File: src/rtl/capped_mean_variance_update_defines.svh
// assertion macros shared by the capped mean and variance update block
`ifndef CAPPED_MEAN_VARIANCE_UPDATE_DEFINES_SVH
`define CAPPED_MEAN_VARIANCE_UPDATE_DEFINES_SVH

`ifndef ASSERT_OFF
`define CMVU_ASSERT_CLK(label, clk, rst, prop) \
   label: assert property (@(posedge clk) disable iff (rst) (prop)) \
      else $error("%m: assertion failed");
`define CMVU_ASSERT(label, prop) `CMVU_ASSERT_CLK(label, clock, reset, prop)
`else
`define CMVU_ASSERT_CLK(label, clk, rst, prop)
`define CMVU_ASSERT(label, prop)
`endif

`endif

File: src/rtl/cmvu_pkg.sv
// shared types and constants for the capped mean and variance update block
`timescale 1ns / 1ps

package cmvu_pkg;

   localparam int INV_CAP_W = 24;
   localparam int CAP_FRAC  = 16;
   localparam logic [INV_CAP_W-1:0] INV_CAP_RESET = 24'd65536;

   typedef struct packed {
      logic valid;
      logic last;
   } cmvu_ctl_type;

endpackage

File: src/rtl/cmvu_cap_mult.sv
// cap stage: square root times the reciprocal cap factor, registered
`timescale 1ns / 1ps

module cmvu_cap_mult
   import cmvu_pkg::*;
#(
   parameter int WORD_WIDTH = 32,
   parameter int FRAC_BITS  = 16
) (
   input  logic                         clock,
   input  logic                         reset,
   input  logic                         en,
   input  cmvu_ctl_type                 src_ctl,
   input  logic [4*WORD_WIDTH-1:0]      src_pay,
   input  logic [(WORD_WIDTH+FRAC_BITS+1)/2-1:0] src_root,
   input  logic [INV_CAP_W-1:0]         inverse_cap,
   output cmvu_ctl_type                 dst_ctl,
   output logic [4*WORD_WIDTH-1:0]      dst_pay,
   output logic [(WORD_WIDTH+FRAC_BITS+1)/2+INV_CAP_W-CAP_FRAC-1:0] dst_cap
);

   localparam int NSTEP = (WORD_WIDTH + FRAC_BITS + 1) / 2;
   localparam int PRODW = NSTEP + INV_CAP_W;
   localparam int CAPW  = PRODW - CAP_FRAC;

   logic [PRODW-1:0] prod;
   logic [CAPW-1:0]  cap_in;

   cmvu_ctl_type            ctl_ff;
   logic [4*WORD_WIDTH-1:0] pay_ff;
   logic [CAPW-1:0]         cap_ff;

   always_comb begin
      prod   = PRODW'(src_root) * PRODW'(inverse_cap);
      cap_in = prod[PRODW-1:CAP_FRAC];
   end

   always_ff @(posedge clock) begin
      if (reset) begin
         ctl_ff <= '0;
      end else if (en) begin
         ctl_ff <= src_ctl;
      end
   end

   always_ff @(posedge clock) begin
      if (en) begin
         pay_ff <= src_pay;
         cap_ff <= cap_in;
      end
   end

   assign dst_ctl = ctl_ff;
   assign dst_pay = pay_ff;
   assign dst_cap = cap_ff;

endmodule

File: config.mk
export PLATFORM = sky130hd
export DESIGN_NAME = cmvu_cap_mult
export DESIGN_NICKNAME = d
export VERILOG_FILES = /design/src/rtl/capped_mean_variance_update_defines.svh /design/src/rtl/cmvu_pkg.sv /design/src/rtl/cmvu_cap_mult.sv
export SDC_FILE = /design/constraint.sdc
export NUM_CORES = 1
export LEC_CHECK = 0
export BUFFER_PORTS_ARGS = -buffer_cell sky130_fd_sc_hd__buf_2
export CAP_MARGIN = 5
export CORE_UTILIZATION = 60
export CTS_CLUSTER_SIZE = 14
export DETAILED_ROUTE_END_ITERATION = 16
export PLACE_DENSITY = 0.82
export SLEW_MARGIN = 0
export SYNTH_ARGS = -nofsm -noshare
export SYNTH_HDL_FRONTEND = slang
export SYNTH_SLANG_ARGS = --single-unit
File: constraint.sdc
create_clock -name clock -period 13 [get_ports clock]
set_input_delay 3.9 -clock clock [delete_from_list [all_inputs] [get_ports clock]]
set_output_delay 3.9 -clock clock [all_outputs]
set_load 0.02 [all_outputs]
# Word level (Yosys, flattened, before mapping)
# Cells that the tools add are included.
# totals
register_bits	162
inputBits	181
out_inout_bits	162
word_cells	5
# classes
n_mul	1
# op_table
cell	count
24-bit by 24-bit multiplier with 48-bit output	1

# Logic depth before layout (Yosys ltp)
# depth
ltp_word	1
mapped_depth	25
mapped_depth_nobuf	24

# Worst setup path before layout
# OpenSTA, ideal clock, no wires.
# synth_timing
path_kind	input to register
start	input port src_root[18]
end	register cap_ff[29], in the netlist dst_cap[29] (data pin)
t_arrival_ps	9977
t_required_ps	12738
path_slack_ps	2761
cell_stages	24
path_buffers	2
path_cell_list	clkbuf_1 nand2_1 fa_1 inv_1 fa_1 inv_1 fa_1 fa_1 inv_1 fa_1 fa_1 inv_1 fa_1 inv_1 ha_1 buf_6 a21o_1 a211o_1 a2111oi_4 o21ai_2 a31o_1 and4_4 a2111oi_4 xnor2_1
# synth_via
elab_chain_len	1
# synth_rtl
element	line_no	text
start, declared	cmvu_cap_mult.sv:15	input logic [(WORD_WIDTH+FRAC_BITS+1)/2-1:0] src_root,
24-bit by 24-bit multiplier with 48-bit output	cmvu_cap_mult.sv:34	prod = PRODW'(src_root) * PRODW'(inverse_cap);
named net prod[45]	cmvu_cap_mult.sv:26	logic [PRODW-1:0] prod;
end signal, assigned	cmvu_cap_mult.sv:49	cap_ff <= cap_in;
end, declared	cmvu_cap_mult.sv:31	logic [CAPW-1:0] cap_ff;
# The timed path passes the listed nets, and every way through them passes these cells.
# A chain may end at the register's enable or synchronous reset.

# Final worst setup path
# layout_timing
start	input port src_root[13]
end	register cap_ff[25], in the netlist dst_cap[25] (data pin)
# The elaborated chain is that of the path after synthesis.

==> reports/metrics.yaml <==
rsz0062_at_grt: "false"
area_growth_pct: 11.2
gp_congestion: 0.901
status: "finished, final reports clean"
ctsRootBufferMaster: "clkbuf_16"
hold_viol_final: 0
worst_slew_pin_slew_ps: 1010
ios: 343
dieArea_um2: 40000
rr_startpoint: "dst_ctl[0]$_SDFFE_PP0P_"
timing.final.crit_period_ps: 10810
die_height_um: 200
finalSetupViolCount: 0
multi_input_area_um2: 16200
end_kind: "flop"
fmax_mhz: 92.5
cts_resized: 0
io_buffers: 342
start_kind: "input port"
cts_setup_buffers: 0
seq_area_um2: 4840
detail_route.iter0.violations: 1345
crit_end: "dst_cap[25]$_DFFE_PP_"
syn_inst: 2278
synthFlopType: "edfxtp_1"
final.fill_count: 2948
ys_async_sr_fraction_pct: 0
drive_gt1_share_pct: 14.9
drtAntennaViolNets: 0
critPathLaunch: "src_root[13]"
fp.dieW_um: 200
overflow: 0
dr.pass1.iters: 5
whs_path_depth: 2
cts_sinks: 162
timing.rr.end: "dst_ctl[0]$_SDFFE_PP0P_"
core_area_um2: 38600
yosysSeqAreaShare_pct: 20.6
drcViolationCount: 0
yosys_warnings: 0
path_class: "in -> reg"
fin_nets: 3368
ys_ff_latch: 162
hpwl_um: 47100
maxCapViolCount: 0
slew_headroom_pct: 33.0
grt_max_degree: 85
fin_tns_setup_ps: 0
clk_path_buf_depth: 2
vias: 17000
clkTransAtPathRegs_ps: 80
grt_pass1_vias: 18300
cts_tree: "done"
ys_types: 48
synth_fp_nets: 3110
postSynthAreaPerCell_um2: 10.3
wl_um: 60700
synth_edf_count: 160
gr-usage-all-layers_pct: 31.8
antenna_found_initial: 0
initial_core_util_pct: 60.8
ff2ff_path_depth: 2
synth_area_um2: 23500
num_rows: 72
hold_class: "reg -> reg"
htreeDepth: 4
arrival_ps: 10990
critical_path_required_ps: 13180
clk_latency_ps: 430
cts_hold_buffers: 0
fin_crit_sh_pct: 83.2
finalMaxSlewViolations: 0
wire_per_inst_um: 19.8
via_per_inst: 5.53
cp_max_fo: 24
r2r_slack_ps: 12380
cts-buffers-inserted: 17
clock-skew-final_ps: 0
grt_pass1_wl_um: 95000
-- kinds of logic (layout without fill, tap and decap cells) --
group	count (synthesis)	in the layout	share of synthesized area (%)
compound gates	123	123	3.49
xor+xnor	33	33	1.23
fa+ha+maj	651	651	50.0
buf+inv	651	922	10.4
flops	162	162	20.6
mux	2	2	0.0852
other cells	0	1	0
simple gates	656	656	14.2
-- cell usage after synthesis (2+ instances only) --
library cell / number / area (um^2)
edfxtp_1: 160 / 4800
nand2b_1: 3 / 18.8
ha_1: 170 / 2130
o21ai_0: 20 / 100
o2bb2ai_1: 2 / 17.5
nand2_1: 300 / 1130
o211ai_1: 4 / 30.0
inv_1: 547 / 2050
and4_1: 5 / 43.8
dfxtp_1: 2 / 40.0
xnor2_1: 25 / 219
nor2_1: 14 / 52.6
a2111oi_0: 2 / 17.5
nand4b_1: 2 / 17.5
a2111oi_4: 2 / 55.1
a221oi_1: 3 / 26.3
and3_1: 7 / 43.8
nor3_1: 3 / 15.0
a31oi_1: 5 / 31.3
o21bai_1: 6 / 45.0
fa_1: 481 / 9630
nand4_1: 7 / 43.8
nand3_1: 9 / 45.0
and2_1: 296 / 1850
xor2_1: 8 / 70.1
a211oi_1: 7 / 52.6
o21ai_1: 5 / 25.0
a21oi_1: 40 / 200
mux2i_1: 2 / 20.0
nor2b_1: 5 / 31.3
clkbuf_1: 102 / 383
a21o_1: 17 / 128
a221o_1: 2 / 20.0
-- area by class of cell --
type                       instances  area share [%]
inverter                         547            7.85
timing repair buffer             343            6.60
clock inverter                    15           0.876
tap                              518            2.48
clock buffer                      17            1.63
antenna                            1         0.00957
multi-input combinational       1465            62.0
sequential                       162            18.5
-- worst min path at each step --
stage	end	slack, ps	from
finish	dst_ctl[1]$_SDFFE_PP0P_	500	dst_ctl[1]$_SDFFE_PP0P_
floorplan	dst_ctl[0]$_SDFFE_PP0P_	580	dst_ctl[0]$_SDFFE_PP0P_
global placement	dst_ctl[1]$_SDFFE_PP0P_	480	dst_ctl[1]$_SDFFE_PP0P_
CTS	dst_ctl[1]$_SDFFE_PP0P_	510	dst_ctl[1]$_SDFFE_PP0P_
detailed placement	dst_ctl[1]$_SDFFE_PP0P_	490	dst_ctl[1]$_SDFFE_PP0P_
global route	dst_ctl[1]$_SDFFE_PP0P_	570	dst_ctl[1]$_SDFFE_PP0P_
-- cells in the final DEF, fill, tap and decap left out, drive strengths merged, types with 25 or more instances in the layout --
master,count
o21ai,26
fa,481
and2,296
xnor2,25
inv,558
nand2,300
buf,343
edfxtp,160
ha,170
a21oi,40
-- sequential cells by signal (all words and copies together) (netlist names) --
register / flops
dst_cap: 32
dst_ctl: 2
dst_pay: 128
-- metrics by stage --
step | area (um^2) | setup WS, ps | utilization [%] | hold slack [ps] | cells
floorplan | 23500 | 2760 | - | 579 | 2278
global placement | 25500 | 2030 | 65.9 | 483 | 3035
detailed placement | 25500 | 1890 | 65.9 | 489 | 3035
CTS | 26100 | 2360 | 67.6 | 509 | 3067
global route | 26100 | 1860 | 67.6 | 566 | 3067
finish | 26100 | 2190 | 67.6 | 500 | 3068
-- worst max-delay path: stages --
cell	delay, ps
buf_2	460
nand2_1	180
fa_1	560
inv_1	50
fa_1	470
inv_1	50
fa_1	520
inv_1	50
fa_1	490
inv_1	50
fa_1	530
inv_1	50
fa_1	470
inv_1	50
fa_1	470
inv_1	50
ha_1	360
a21oi_1	150
o21ai_0	90
a31oi_1	370
o211ai_1	250
a21oi_1	580
o21ai_1	310
a41oi_1	320
xnor2_1	120
-- routing by layer --
metal  wire [um]  GRT usage [%]  vias up
met5           0              0        -
met4        3030           15.7        0
met3        4830           5.41      189
met2       30900           55.0      855
met1       22000           38.6     8626
li1            -              -     7298
Power is not shown: default switching activity piles up to over one toggle a cycle in this logic, so the estimate is an artifact.
