--- src/rtl/capped_mean_variance_update_defines.svh ---
// assertion macros shared by the capped mean and variance update block
`ifndef CAPPED_MEAN_VARIANCE_UPDATE_DEFINES_SVH
`define CAPPED_MEAN_VARIANCE_UPDATE_DEFINES_SVH

`ifndef ASSERT_OFF
`define CMVU_ASSERT_CLK(label, clk, rst, prop) \
   label: assert property (@(posedge clk) disable iff (rst) (prop)) \
      else $error("%m: assertion failed");
`define CMVU_ASSERT(label, prop) `CMVU_ASSERT_CLK(label, clock, reset, prop)
`else
`define CMVU_ASSERT_CLK(label, clk, rst, prop)
`define CMVU_ASSERT(label, prop)
`endif

`endif

--- src/rtl/cmvu_pkg.sv ---
// shared types and constants for the capped mean and variance update block
`timescale 1ns / 1ps

package cmvu_pkg;

   localparam int INV_CAP_W = 24;
   localparam int CAP_FRAC  = 16;
   localparam logic [INV_CAP_W-1:0] INV_CAP_RESET = 24'd65536;

   typedef struct packed {
      logic valid;
      logic last;
   } cmvu_ctl_type;

endpackage

--- src/rtl/cmvu_root_step.sv ---
// one restoring digit step of the pipelined square root, registered
`timescale 1ns / 1ps

module cmvu_root_step
   import cmvu_pkg::*;
#(
   parameter int WORD_WIDTH = 32,
   parameter int FRAC_BITS  = 16,
   parameter int STEP       = 0
) (
   input  logic                         clock,
   input  logic                         reset,
   input  logic                         en,
   input  cmvu_ctl_type                 src_ctl,
   input  logic [4*WORD_WIDTH-1:0]      src_pay,
   input  logic [(WORD_WIDTH+FRAC_BITS+1)/2+1:0] src_rem,
   input  logic [(WORD_WIDTH+FRAC_BITS+1)/2-1:0] src_root,
   output cmvu_ctl_type                 dst_ctl,
   output logic [4*WORD_WIDTH-1:0]      dst_pay,
   output logic [(WORD_WIDTH+FRAC_BITS+1)/2+1:0] dst_rem,
   output logic [(WORD_WIDTH+FRAC_BITS+1)/2-1:0] dst_root
);

   localparam int NSTEP = (WORD_WIDTH + FRAC_BITS + 1) / 2;
   localparam int TOT   = 2 * NSTEP;
   localparam int RMW   = NSTEP + 2;

   logic [TOT-1:0]   rad;
   logic [1:0]       pair;
   logic [RMW-1:0]   shifted;
   logic [RMW-1:0]   trial;
   logic             ge;
   logic [RMW-1:0]   rem_in;
   logic [NSTEP-1:0] root_in;

   cmvu_ctl_type             ctl_ff;
   logic [4*WORD_WIDTH-1:0]  pay_ff;
   logic [RMW-1:0]           rem_ff;
   logic [NSTEP-1:0]         root_ff;

   always_comb begin
      rad     = TOT'({src_pay[2*WORD_WIDTH-1:WORD_WIDTH], {FRAC_BITS{1'b0}}});
      pair    = rad[TOT-1-2*STEP -: 2];
      shifted = {src_rem[RMW-3:0], pair};
      trial   = {src_root, 2'b01};
      ge      = (shifted >= trial);
      rem_in  = ge ? (shifted - trial) : shifted;
      root_in = {src_root[NSTEP-2:0], ge};
   end

   always_ff @(posedge clock) begin
      if (reset) begin
         ctl_ff <= '0;
      end else if (en) begin
         ctl_ff <= src_ctl;
      end
   end

   always_ff @(posedge clock) begin
      if (en) begin
         pay_ff  <= src_pay;
         rem_ff  <= rem_in;
         root_ff <= root_in;
      end
   end

   assign dst_ctl  = ctl_ff;
   assign dst_pay  = pay_ff;
   assign dst_rem  = rem_ff;
   assign dst_root = root_ff;

endmodule

--- config.mk ---
export PLATFORM = sky130hd
export DESIGN_NAME = cmvu_root_step
export DESIGN_NICKNAME = d
export VERILOG_FILES = /design/src/rtl/capped_mean_variance_update_defines.svh /design/src/rtl/cmvu_pkg.sv /design/src/rtl/cmvu_root_step.sv
export SDC_FILE = /design/constraint.sdc
export NUM_CORES = 1
export LEC_CHECK = 0
export BUFFER_PORTS_ARGS = -buffer_cell sky130_fd_sc_hd__buf_2
export CAP_MARGIN = 40
export CORE_AREA = 2 2 140 142
export DETAILED_ROUTE_END_ITERATION = 7
export DIE_AREA = 0 0 142 144
export GPL_TIMING_DRIVEN = 0
export PLACE_DENSITY = 0.82
export SKIP_LAST_GASP = 1
export SLEW_MARGIN = 10
export SYNTH_ARGS = -nofsm -noshare
export SYNTH_HDL_FRONTEND = slang
export SYNTH_SLANG_ARGS = --single-unit
--- constraint.sdc ---
create_clock -name clock -period 2.6 [get_ports clock]
set_clock_uncertainty 0.15 [all_clocks]
set_input_delay 0.26 -clock clock [delete_from_list [all_inputs] [get_ports clock]]
set_output_delay 0.26 -clock clock [all_outputs]
set_load 0.05 [all_outputs]
; After elaboration in Yosys (flattened, before gate mapping)
; Cells that the tools add are included.
[word_totals]
wordCells = 8
regBits = 180
[classes]
muxes = 1
add_sub_neg = 1
order_cmp = 1
[ops]
columns = operator, n
row1 = greater-or-equal comparator 26 bit, 1
row2 = 2-to-1 mux 26 bit, 1
row3 = subtractor 26 bit, 1

; Logic depth before layout (Yosys ltp)
[logic_depth]
word_depth = 2
depth_mapped = 14
depth_no_buf = 11

; Least setup slack after synthesis
; No wires, ideal clock.
[synth_timing]
path_type = input port to flip-flop
start = input src_root[11]
end = register rem_ff[12] (netlist: dst_rem[12]), data pin
path_buffers = 3
slack_ns = -0.273
arrival_time_ns = 2.463
cell_stages = 13
required_time_ns = 2.190
setup_ns = 0.260
path_cell_list = inv_1 -> ha_1 -> buf_2 -> nand4_2 -> nor4_2 -> o311ai_1 -> a31oi_1 -> o2111ai_1 -> a31o_1 -> buf_6 -> inv_4 -> buf_12 -> mux2_4
[synth_via]
elab_chain_len = 2
[synth_rtl]
columns = element, line_no
row1 = "start, declared", cmvu_root_step.sv:17  ; input logic [(WORD_WIDTH+FRAC_BITS+1)/2-1:0] src_root,
row2 = greater-or-equal comparator 26 bit, cmvu_root_step.sv:46  ; ge = (shifted >= trial);
row3 = 2-to-1 mux 26 bit, cmvu_root_step.sv:47  ; rem_in = ge ? (shifted - trial) : shifted;
row4 = named net rem_in[12], cmvu_root_step.sv:33  ; logic [RMW-1:0] rem_in;
row5 = "end signal, assigned", cmvu_root_step.sv:62  ; rem_ff <= rem_in;
row6 = "end, declared", cmvu_root_step.sv:38  ; logic [RMW-1:0] rem_ff;
; The timed path passes the listed nets, and every way through them passes these cells.
; A chain may end at the register's enable or synchronous reset.

; Worst setup path after layout
[layout_timing]
start = input src_root[7]
end = register rem_ff[4] (netlist: dst_rem[4]), data pin
; Same word-level chain as after synthesis.

==> out/qor.yml <==
final_layout:
  post-route-util: 0.6309
  drive_gt1_frac: 0.4556
  nFillCells: 1350
  fin_cells: 1263
  num-nets-final: 1210
  area.growth.synth_to_final_pct: 66.81
  fin_area_um2: 12040
synthesis:
  post_synth_instance_area_um2: 7216
  yosys_warnings: 0
  synth_edf_count: 178
  ys.flop_type: "edfxtp_1"
  ys_seq_elements: 180
  synth_nets: 662
  syn_inst: 453
  synth_seq_area_share: 0.7463
  async_flop_share: 0
  synth.avg_cell_area_um2: 15.93
  synth.distinct_cells: 50
sta:
  setup_viol: 0
  tightest_slew_ns: 0.7912
  finalHoldViolations: 0
  min_period_ns: 2.584
  slew_headroom: 0.4725
  timing.fmax_mhz: 387.0
  tns_ns: 0
  finalWorstSetupSlack_ns: 0.01602
  hold_slack_ns: 0.02996
  rsz0062_at_grt: "true"
  finalMaxSlewViolations: 0
  fin_crit_sh: 0.9938
place:
  gp_congestion: 0.8255
  dpl_worst_slack_ns: -0.7717
  placement.io_buffers: 360
  hpwl_mm: 16.08
  placed_cell_area_um2: 9568
  dp.cells: 1052
hold_path:
  min_path_cells: 2
  min_path_type: "in2reg"
  hp-start: "src_rem[2]"
  holdPathEnd: "dst_rem[4]"
global_route:
  grt_usage: 0.2343
  grt_overflow: 0
  grt_first_pass_wirelength_mm: 35.11
  grt_max_degree: 101
  grt_pass1_vias: 6275
  antenna_found_initial: 7
setup_path:
  r2r-start: "dst_ctl[1]"
  critical_path.max_fanout: 7
  r2r_cells: 3
  crit_required_ns: 2.62
  worst_ep_arrival_time_ns: 2.61
  start_kind: "input port"
  path_class: "in2reg"
  r2r_end: "dst_ctl[1]"
  cp-end-kind: "flip-flop"
  rrSetupSlack_ns: 1.18
power:
  powerDensity_nw_per_um2: 695.6
  total_power_mw: 8.373
  power_leakage_nw: 5.167
  irDropWorstVdd_uv: 429.7
route:
  avgRoutedWirePerCell_um: 20.01
  drt_first_pass_iters: 5
  avgViaCountPerCell: 4.945
  wirelength_mm: 25.28
  drc: 0
  drt-initial-drc-count: 363
  detail-route-antenna-nets: 0
  vias: 6246
run_status:
  status: "finished clean"
floorplanning:
  design.core.area_um2: 19080
  fp.dieArea_um2: 20450
  ios: 363
  rows: 51
  start_util: 0.3782
  chipHeight_um: 144
  die_w_um: 142
clocking:
  tritoncts: "built"
  clk_pin_slew_ns: 0.07
  htree_num_levels: 4
  clk-insertion-delay-late_ns: 0.42
  cts_buffers: 17
  cts.sinks: 180
  clockBufferDepth: 2
  clock-root-buffer: "clkbuf_16"
flow_run:
  cap_violations: 0
## state kept, by name, summed over array words and instances (netlist names)
| signal | count |
|---|---|
| dst_ctl | 2 |
| dst_pay | 128 |
| dst_rem | 26 |
| dst_root | 24 |
## synth_stat cells, drive strengths merged (5+ instances only)
library cell / count / area, µm²
nand4: 6 / 43.79
ha: 26 / 325.3
nor2: 28 / 105.1
a21o: 15 / 112.6
clkbuf: 6 / 22.52
nand3: 9 / 45.04
buf: 7 / 75.07
or2: 5 / 31.28
xor2: 8 / 70.07
a21oi: 35 / 175.2
o21ai: 13 / 65.06
xnor2: 12 / 105.1
inv: 30 / 115.1
a31oi: 8 / 50.05
mux2: 5 / 75.07
nand2: 15 / 56.30
edfxtp: 178 / 5345
## where the power goes
| part | internal, mW | total [mW] | switching, mW |
|---|---|---|---|
| Combinational | 0.727 | 2.23 | 1.51 |
| Sequential | 3.49 | 3.56 | 0.0780 |
| Clock | 1.29 | 2.57 | 1.28 |
| Total | 5.51 | 8.37 | 2.87 |
## placed cells by master (no fill, tap or decap), types with 5 or more instances in the layout
cell type / count
a21o_1: 15
a21oi_1: 34
buf_2: 351
buf_4: 14
buf_6: 8
clkbuf_16: 17
diode_2: 11
dlygate4sd3_1: 160
edfxtp_1: 178
ha_1: 12
ha_4: 14
inv_1: 23
mux2_4: 5
nand2_1: 13
nand3_1: 8
nand4_1: 5
nor2_1: 23
nor2_2: 5
o21ai_0: 11
or2_2: 5
xnor2_1: 12
xor2_1: 8
## cell families after synthesis
kind of cell | count (synthesis) | share of synthesized area
AOI/OAI and AO/OA | 98 | 0.08722
xor gates and xnor gates | 20 | 0.02428
adders and majority gates | 26 | 0.04508
buffers and inverters | 43 | 0.02948
DFF | 180 | 0.7463
muxes | 8 | 0.01457
and+or+nand+nor | 78 | 0.05306
## critical path: stages
cell and delay [ns]:
buf_2 0.09, inv_1 0.06, ha_4 0.31, nand2_2 0.10, nor4_4 0.37, o311ai_4 0.20
a31oi_4 0.20, o2111ai_2 0.14, a31o_1 0.25, buf_6 0.13, inv_6 0.05, buf_12 0.13
mux2_4 0.30
## worst max path at each step
stage                      start           to  depth (start not counted)
finish               src_root[7]   dst_rem[4]                         13
global route         src_root[2]  dst_rem[19]                         11
CTS                  src_rem[13]   dst_rem[4]                         12
detailed placement  src_root[14]   dst_rem[4]                         14
global placement              en   dst_ctl[1]                          3
floorplan           src_root[14]  dst_rem[12]                         13
## metal layers
metal  GRT usage  up-vias  share of wire
met1      0.2425     3067           0.35
met2      0.4333      285           0.56
met5           0        -         0.0016
met3     0.06921       51          0.065
li1            -     2841              -
met4      0.1142        2          0.032
## timing repair
| item | in CTS | in global routing |
|---|---|---|
| pin swaps | 10 | 9 |
| gates cloned | 0 | 0 |
| gates resized for setup | 22 | 21 |
| endpoints found under the hold margin | 159 | 0 |
| setup endpoints to repair | 24 | 26 |
| setup buffers | 9 | 4 |
| hold buffers | 160 | 0 |
## layout make-up
class	instances	area, µm²	share of cell area
diodes	11	27.53	0.002287
clock buffers	18	429.2	0.03566
repair buffers	534	3588	0.2981
plain buffers	8	83.83	0.006965
clock inverters	14	161.4	0.01341
flip-flops and latches	180	5385	0.4474
multi-input cells	230	1931	0.1604
well taps	238	297.8	0.02474
inverters	30	132.6	0.01102
Power figures use the tool's default switching activity.
