===== src/rtl/capped_mean_variance_update_defines.svh =====
// assertion macros shared by the capped mean and variance update block
`ifndef CAPPED_MEAN_VARIANCE_UPDATE_DEFINES_SVH
`define CAPPED_MEAN_VARIANCE_UPDATE_DEFINES_SVH

`ifndef ASSERT_OFF
`define CMVU_ASSERT_CLK(label, clk, rst, prop) \
   label: assert property (@(posedge clk) disable iff (rst) (prop)) \
      else $error("%m: assertion failed");
`define CMVU_ASSERT(label, prop) `CMVU_ASSERT_CLK(label, clock, reset, prop)
`else
`define CMVU_ASSERT_CLK(label, clk, rst, prop)
`define CMVU_ASSERT(label, prop)
`endif

`endif


===== src/rtl/cmvu_pkg.sv =====
// shared types and constants for the capped mean and variance update block
`timescale 1ns / 1ps

package cmvu_pkg;

   localparam int INV_CAP_W = 24;
   localparam int CAP_FRAC  = 16;
   localparam logic [INV_CAP_W-1:0] INV_CAP_RESET = 24'd65536;

   typedef struct packed {
      logic valid;
      logic last;
   } cmvu_ctl_type;

endpackage


===== src/rtl/cmvu_apply.sv =====
// apply stage: adds the limited deltas and saturates, feeds the result register
`timescale 1ns / 1ps

module cmvu_apply
   import cmvu_pkg::*;
#(
   parameter int WORD_WIDTH = 32
) (
   input  logic                  clock,
   input  logic                  reset,
   input  logic                  en,
   input  cmvu_ctl_type          src_ctl,
   input  logic [WORD_WIDTH-1:0] src_mean,
   input  logic [WORD_WIDTH-1:0] src_var,
   input  logic [WORD_WIDTH:0]   src_dm,
   input  logic [WORD_WIDTH:0]   src_dv,
   output cmvu_ctl_type          dst_ctl,
   output logic [WORD_WIDTH-1:0] dst_mean,
   output logic [WORD_WIDTH-1:0] dst_var
);

   localparam int W = WORD_WIDTH;
   localparam logic signed [W+1:0] SMAX = {3'b000, {(W-1){1'b1}}};
   localparam logic signed [W+1:0] SMIN = {3'b111, {(W-1){1'b0}}};

   logic signed [W+1:0] sum_m;
   logic signed [W+1:0] sum_v;
   logic [W-1:0]        mean_in;
   logic [W-1:0]        var_in;

   cmvu_ctl_type ctl_ff;
   logic [W-1:0] mean_ff;
   logic [W-1:0] var_ff;

   always_comb begin
      sum_m = $signed({{2{src_mean[W-1]}}, src_mean}) + $signed({src_dm[W], src_dm});
      sum_v = $signed({2'b00, src_var}) + $signed({src_dv[W], src_dv});
      priority if (sum_m > SMAX) begin
         mean_in = SMAX[W-1:0];
      end else if (sum_m < SMIN) begin
         mean_in = SMIN[W-1:0];
      end else begin
         mean_in = sum_m[W-1:0];
      end
      priority if (sum_v[W+1]) begin
         var_in = '0;
      end else if (sum_v[W]) begin
         var_in = '1;
      end else begin
         var_in = sum_v[W-1:0];
      end
   end

   always_ff @(posedge clock) begin
      if (reset) begin
         ctl_ff <= '0;
      end else if (en) begin
         ctl_ff <= src_ctl;
      end
   end

   always_ff @(posedge clock) begin
      if (en) begin
         mean_ff <= mean_in;
         var_ff  <= var_in;
      end
   end

   assign dst_ctl  = ctl_ff;
   assign dst_mean = mean_ff;
   assign dst_var  = var_ff;

endmodule


===== config.mk =====
export PLATFORM = sky130hd
export DESIGN_NAME = cmvu_apply
export DESIGN_NICKNAME = d
export VERILOG_FILES = /design/src/rtl/capped_mean_variance_update_defines.svh /design/src/rtl/cmvu_pkg.sv /design/src/rtl/cmvu_apply.sv
export SDC_FILE = /design/constraint.sdc
export NUM_CORES = 1
export LEC_CHECK = 0
export ABC_AREA = 1
export BUFFER_PORTS_ARGS = -buffer_cell sky130_fd_sc_hd__buf_2
export CAP_MARGIN = 20
export CORE_MARGIN = 2
export CORE_UTILIZATION = 40
export CTS_CLUSTER_SIZE = 25
export DETAILED_ROUTE_END_ITERATION = 7
export GPL_ROUTABILITY_DRIVEN = 0
export GPL_TIMING_DRIVEN = 0
export SLEW_MARGIN = 0
export SYNTH_ARGS = -nofsm -noshare
export SYNTH_HDL_FRONTEND = slang
export SYNTH_SLANG_ARGS = --single-unit

===== constraint.sdc =====
create_clock -name clock -period 2.34 [get_ports clock]
set_input_delay 0.117 -clock clock [delete_from_list [all_inputs] [get_ports clock]]
set_output_delay 0.117 -clock clock [all_outputs]
set_load 0.01 [all_outputs]

Word-level counts from Yosys, hierarchy flattened
Index checks and enable logic that the tools add are counted.
{ "op_classes": {"magnitude_cmp": 2, "muxes": 2, "n_addsub": 2} }
{ "op_table": {"columns": ["op", "count"], "rows": [
  ["$mux 32", 2],
  ["$add 32x33->34", 1],
  ["$add 33x33->34", 1],
  ["$gt 34x32->1 const B", 1],
  ["$lt 34x32->1 const B", 1]
]} }
{ "word_totals": {"inputBits": 135, "ff_bits": 66, "wordCells": 10} }

Depth between registers and ports, before layout
Gate-level depths: netlist of the first run.
{ "logic_depth": {"depth_word": 3, "mapped_depth": 18, "mapped_depth_nobuf": 17} }

Least setup slack after synthesis of the first run
OpenSTA, ideal clock, no wires.
{ "synth_timing": {"path_type": "input to register", "from": "input src_mean[0]", "to": "register mean_ff[13] (netlist: dst_mean[13]) (data pin)", "n_path_buf": 1, "t_required_ps": 2088, "arrival_time_ps": 1848, "cell_stages": 17, "setup_ps": 252, "setup_slack_ps": 240, "path_cell_list": "ha_1 -> fa_1 -> nand3_1 -> nand2_1 -> nand2_1 -> nand2_1 -> nand2_1 -> nand2_2 -> nand2_1 -> nand2_1 -> nand2_1 -> nand2_4 -> nand2_4 -> nand2_8 -> buf_12 -> nand2_2 -> nand2_1"} }
{ "synth_via": {"elab_chain_len": 3, "elab_cells_between_ends": 4} }
{ "synth_rtl": {"columns": ["item", "line", "rtl"], "rows": [
  ["start, declared", "cmvu_apply.sv:13", "input logic [WORD_WIDTH-1:0] src_mean,"],
  ["$add 32x33->34 *", "cmvu_apply.sv:36", "sum_m = $signed({{2{src_mean[W-1]}}, src_mean}) + $signed({src_dm[W], src_dm});"],
  ["$lt 34x32->1", "cmvu_apply.sv:40", "end else if (sum_m < SMIN) begin"],
  ["$mux 32", "cmvu_apply.sv:40", null],
  ["end signal, assigned", "cmvu_apply.sv:64", "mean_ff <= mean_in;"],
  ["end, declared", "cmvu_apply.sv:32", "logic [W-1:0] mean_ff;"]
]} }
Every way passes the cells marked *; elsewhere a longest branch is shown, timed or not.
A chain may end at the register's enable or synchronous reset.

Final worst setup path of the first run
{ "layout_timing": {"from": "input src_mean[0]", "to": "register mean_ff[12] (netlist: dst_mean[12]) (data pin)"} }
The elaborated chain is that of the path after synthesis.

==> results of run 1 <==
-- stage by stage --
stage               hold WS (ns)  total power [W]  area [um2]
finish                   0.02122         0.005355        8798
global route             0.01975         0.005728        8798
CTS                      0.01194         0.005404        8776
detailed placement        0.2991         0.003811        8412
global placement          0.2933         0.003800        8409
floorplan                 0.1861         0.003112        7127
-- Yosys cell counts, drive strengths merged --
cell type / n
a21boi: 3
a21o: 4
a21oi: 81
a31oi: 3
and2: 1
and3: 2
buf: 11
dfxtp: 2
edfxtp: 64
fa: 2
ha: 65
inv: 164
nand2: 383
nand2b: 1
nand3: 57
nand3b: 1
nand4: 8
nor2: 95
nor3: 11
o21ai: 27
o21bai: 14
or2: 1
xnor2: 21
xor2: 22
-- worst reg2reg max path: stages (launching register included) --
cell and delay [ns]:
dfxtp_1 0.33, nand2_1 0.05, a21oi_1 0.12, dlygate4sd3_1 0.55
-- area by class of cell --
cell class              count  area (um2)  area share
repair buffers            202        1023      0.1163
multi-input cells         802        4429      0.5034
flip-flops and latches     66        1962      0.2230
clock inverters             6       115.1     0.01308
well taps                 225       281.5     0.03200
inverters                 164       618.1     0.07025
clock buffers              10       229.0     0.02602
plain buffers              11       140.1     0.01593
-- logic make-up after synthesis --
family,Yosys count,synth area share
compound gates,132,0.1053
xor+xnor,43,0.05284
fa+ha+maj,67,0.1197
buf+inv,175,0.1050
flops,66,0.2753
simple gates,560,0.3418
-- state kept, by name (all words and copies together), names as in the netlist --
name      cells
dst_ctl       2
dst_mean     32
dst_var      32
-- path summary, 6_finish.rpt --
check	start	end	depth (start not counted)	slack (ns)
setup / recovery	src_mean[0]	dst_mean[12]	16	0.21
hold / removal	src_ctl[1]	dst_ctl[1]	3	0.02
setup reg to reg	dst_ctl[0]	dst_ctl[0]	3	1.24
hold reg to reg	dst_ctl[1]	dst_ctl[1]	2	0.46
-- metal layers --
layer,track usage,up-vias,routed length [um]
met4,0.07847,0,431
li1,-,3763,-
met1,0.2468,3165,8261
met2,0.3972,213,10130
met5,0,-,0
met3,0.02428,32,1027
-- timing repair --
| item | in CTS | in global routing |
|---|---|---|
| hold buffers | 2 | 0 |
| setup endpoints to repair | 0 | 39 |
| endpoints found under the hold margin | 2 | 0 |
| gates resized for setup | 0 | 8 |
-- power breakdown --
part           leakage, nW  internal, W  switching, W  total, W
combinational         3.85     0.000844       0.00131   0.00215
clock                0.163      0.00104      0.000522   0.00157
sequential           0.644      0.00158     0.0000558   0.00164
total                 4.66      0.00347       0.00189   0.00535
==> run metrics, run 1 <==
CP cell instances=buf_2 > ha_2 > fa_1 > nand3_1 > nand2_1 > nand2_1 > nand2_1 > nand2_1 > nand2_2 > nand2_1 > nand2_1 > nand2_1 > nand2_4 > o21ai_4 > buf_6 > nand2_1; fmax=468.4 MHz; sum of negative setup slack=0 ns; Post-Layout Cell Count=1486; final setup margin=0.2050 ns; WP data required=2.44 ns; die area=approximately 19000 um2; Area contributors post-synth=edfxtp_1, nand2_1, ha_1; WP buf/inv=2; insertion delay to the later sink of the worst-skew pair=0.34 ns; Syn Nets=1245; Pwr per Cell Area=608.6 nW/um2; synth warn=0; GRT Overall Usage=0.2122; FF+latch count, synth=66; Crit Path Category=in2reg; antenna violations before repair=0; Layout area overhead=23.46%; Maximum Capacitance Violations=0; Initial Util=0.4106; Clock Sinks=66; Max-slew headroom=0.4347; post-synth cell types=42; Final Setup Violations=0; Post-CTS Setup Bufs=0; DR vias/cell=4.827; Post-Synthesis Cells=1043; CTS Buffer Depth=2; CP endpoint kind=flip-flop; crit-path max cell delay=0.41 ns; Nets=1458; Post-Route WL=19850 um; worst vdd ir=0.0003369 V; Top Ports=201; RSZ-0062 raised after global routing=false; worst slack, placed=-0.3255 ns; root buffer cell=clkbuf_16; first-pass GRT wire length=31110 um; diode count=0; PortBufs=200; WP data arrival=2.23 ns; mapped cell area=7127 um2; syn avg cell area=between 6 and 7 um2; TritonCTS Buffers=9; Site Rows=48; cell taking the most area after synthesis=edfxtp_1; share of layout cells above drive strength 1=0.2379; clock-pin slew on the worst setup and hold paths=0.06 ns; final setup skew=0 ns; largest net degree at the start of global routing=68; worst-path maximum fanout=10; CTS tree=done; Final period util=0.9124; crit path time final=2.135 ns; number of global-route vias before repair=between 6000 and 7000; H-tree depth=3; fin util=0.5069; violation count after the first detailed-route iteration=roughly 320; top-area cell type share of the netlist area=0.2697; commonest non-fill, non-tap cell in the layout=nand2_1; DP HPWL=~17000 um; worst hold path class=in2reg; slowest CP cell=fa_1; actual slew at the worst max-slew pin=0.8479 ns; Placed Cells incl. Taps=1468; Slew Viols, Final=0; Seq/Total Area, Yosys=0.2753; drt pass-1 iters=5; Fillers=1766; post-route ant nets=0; Startpoint Class=input pin; width of the die=137.5 um; detailed-route via count=7173; Die Height=137.5 um; total gr overflow=0; CP most frequent cell=nand2_1; Pleak=4.661 nW; status=finished clean; Largest delay share family, worst path=simple AND/OR/NAND/NOR gates; core area=17360 um2; drt drc=0; Final Hold Viols=0; most frequent cells in the layout=nand2_1, buf_2, inv_1; Avg WL per Cell=13.36 um
Power figures use the tool's default switching activity.
==> run 2, diff against run 1 <==
--- a/config.mk
+++ b/config.mk
@@ -14,6 +14,7 @@
 export DETAILED_ROUTE_END_ITERATION = 7
 export GPL_ROUTABILITY_DRIVEN = 0
 export GPL_TIMING_DRIVEN = 0
+export PLACE_DENSITY = 0.67
 export SLEW_MARGIN = 0
 export SYNTH_ARGS = -nofsm -noshare
 export SYNTH_HDL_FRONTEND = slang
==> run 2 against run 1 <==
Compared with the run above: sequential power hardly changed; die area stayed put; count of clock-buffer cells in the layout stayed put; worst hold slack better by 0.0073 ns; routed wire length is 2.0% lower; global-route usage is 0.068 points higher; clock skew stayed put; core utilization is 0.10 points lower; first-iteration DRC count is 11% higher.
==> run metrics, run 2 (synthesized netlist as in run 1, its figures left out) <==
status=finished clean; Top Ports=201 (unchanged); Site Rows=48 (unchanged); largest net degree at the start of global routing=68 (unchanged); Pwr per Cell Area=610.7 nW/um2 (+0.35%); Final Setup Violations=0 (unchanged); hold_sp=src_ctl[1]; TritonCTS Buffers=9 (unchanged); M1 GR Usage=0.2394 (-0.007419); drt pass-1 iters=4 (-1); Initial Util=0.4106 (unchanged); final setup skew=0 ns (unchanged); core area=17360 um2 (unchanged); crit path time final=2.168 ns (+0.03318 ns); r2r setup slk=1.75 ns (+0.51 ns); FF+latch area=1962 um2 (unchanged); CTS tree=done; Critical R2R Launch=dst_ctl[0]; detailed-route via count=7205 (+0.45%); total gr overflow=0 (unchanged); drt drc=0 (unchanged); fin util=0.5059 (-0.001009); Fillers=1774 (+0.45%); DP HPWL=16460 um (-2.8%); root buffer cell=clkbuf_16; share of layout cells above drive strength 1=0.2373 (-0.0006048); CP Capture Point=dst_mean[4]; Worst Setup SP=src_mean[0]; Maximum Capacitance Violations=0 (unchanged); CTS Buffer Depth=2 (unchanged); Die Height=137.5 um (unchanged); Nets=1457 (-0.069%); die area=18900 um2 (unchanged); Multi-input gate area=4422 um2 (-0.17%); Layout area overhead=23.21%; Max-slew headroom=0.4408 (+0.006082); antenna violations before repair=0 (unchanged); worst-path maximum fanout=10 (unchanged); met2 Use GR=0.3944 (-0.002764); clock-pin slew on the worst setup and hold paths=0.06 ns (about the same); Pleak=4.655 nW (-0.12%); design area=8781 um2 (-0.20%); met3 GRT Util=0.03642 (+0.01214); Crit Path Category=in2reg; violation count after the first detailed-route iteration=359 (+11%); most frequent cells in the layout=nand2_1, buf_2, inv_1; busiest grt layer=met2; first-pass GRT wire length=31460 um (+1.1%); CP endpoint kind=flip-flop; number of global-route vias before repair=6907 (+2.5%); worst vdd ir=0.0003839 V (+14%); WP data arrival=2.26 ns (+0.03 ns); Post-Route WL=19460 um (-2.0%); Slew Viols, Final=0 (unchanged); GRT Overall Usage=0.2129 (+0.0006807); PortBufs=200 (unchanged); DR vias/cell=4.852 (+0.51%); Startpoint Class=input pin; endpoint of the worst register-to-register path=dst_ctl[0]; Avg WL per Cell=13.11 um (-1.9%); diode count=0 (unchanged); insertion delay to the later sink of the worst-skew pair=0.33 ns (about the same); Final Hold Viols=0 (unchanged); actual slew at the worst max-slew pin=0.8388 ns (-0.009123 ns); WP data required=2.43 ns (about the same); fmax=461.2 MHz (-1.5%); Cell Area, Placed=8412 um2 (unchanged); Clock Sinks=66 (unchanged); worst hold path class=in2reg; width of the die=137.5 um (unchanged); commonest non-fill, non-tap cell in the layout=nand2_1; post-route ant nets=0 (unchanged); H-tree depth=3 (unchanged); RSZ-0062 raised after global routing=false; Worst R2R Path Depth=2 (-1); Final period util=0.9266 (+0.01418)
[run 2: per-stage QoR]
| stage | setup TNS (ns) | hold slack, ns | power (W) | instances | setup slack, ns |
|---|---|---|---|---|---|
| 3_3_place_gp | -12.73 | 0.2920 | 0.003779 | 1468 | -0.2906 |
| 5_1_grt | 0 | 0.01666 | 0.005729 | 1485 | 0.0002744 |
| 6_report | 0 | 0.02856 | 0.005363 | 1485 | 0.1718 |
| 2_1_floorplan | 0 | 0.1861 | 0.003112 | 1043 | 0.2399 |
| 3_5_place_dp | -13.50 | 0.2940 | 0.003797 | 1468 | -0.3073 |
| 4_1_cts | 0 | 0.01908 | 0.005387 | 1485 | 0.03502 |
[run 2: critical path, cell delays in order]
cell and delay [ns]:
buf_2 0.10, ha_1 0.27, fa_2 0.38, nand3_1 0.08, nand2_1 0.10, nand2_1 0.08
nand2_1 0.11, nand2_1 0.12, nand2_2 0.10, nand2_1 0.11, nand2_1 0.06, nand2_1 0.10
nand2_4 0.07, o21ai_4 0.22, buf_6 0.17, nand2_1 0.07
[run 2: area by class of cell]
type                            instances  share of cell area
Tap cell                              225             0.03206
Inverter                              164             0.07039
Clock buffer                           10             0.02608
Timing Repair Buffer                  201              0.1154
Sequential cell                        66              0.2234
Clock inverter                          6             0.01311
Multi-Input combinational cell        802              0.5036
Buffer                                 11             0.01596
[run 2: repair_timing]
action | in CTS | in global routing
endpoints found under the setup margin | 0 | 33
hold buffers | 1 | 0
gates resized for setup | 0 | 6
setup buffers | 0 | 0
hold endpoints to repair | 2 | 0
[run 2: worst min-delay path by stage]
stage                  to  cells past startpoint
6_report       dst_ctl[1]                      3
5_1_grt        dst_ctl[1]                      3
4_1_cts        dst_ctl[1]                      3
3_5_place_dp   dst_ctl[1]                      2
3_3_place_gp   dst_ctl[1]                      2
2_1_floorplan  dst_ctl[0]                      1
[run 2: per-layer routing]
| layer | share of wire | up-vias |
|---|---|---|
| met5 | 0 | - |
| met4 | 0.036 | 0 |
| met3 | 0.051 | 52 |
| met2 | 0.50 | 213 |
| met1 | 0.41 | 3170 |
| li1 | - | 3770 |
[run 2: where the power goes]
| part | switching, W | internal (W) | total, W |
|---|---|---|---|
| Combinational | 0.00130 | 0.000842 | 0.00215 |
| Sequential | 0.0000452 | 0.00158 | 0.00162 |
| Clock | 0.000548 | 0.00105 | 0.00159 |
| Total | 0.00190 | 0.00347 | 0.00536 |
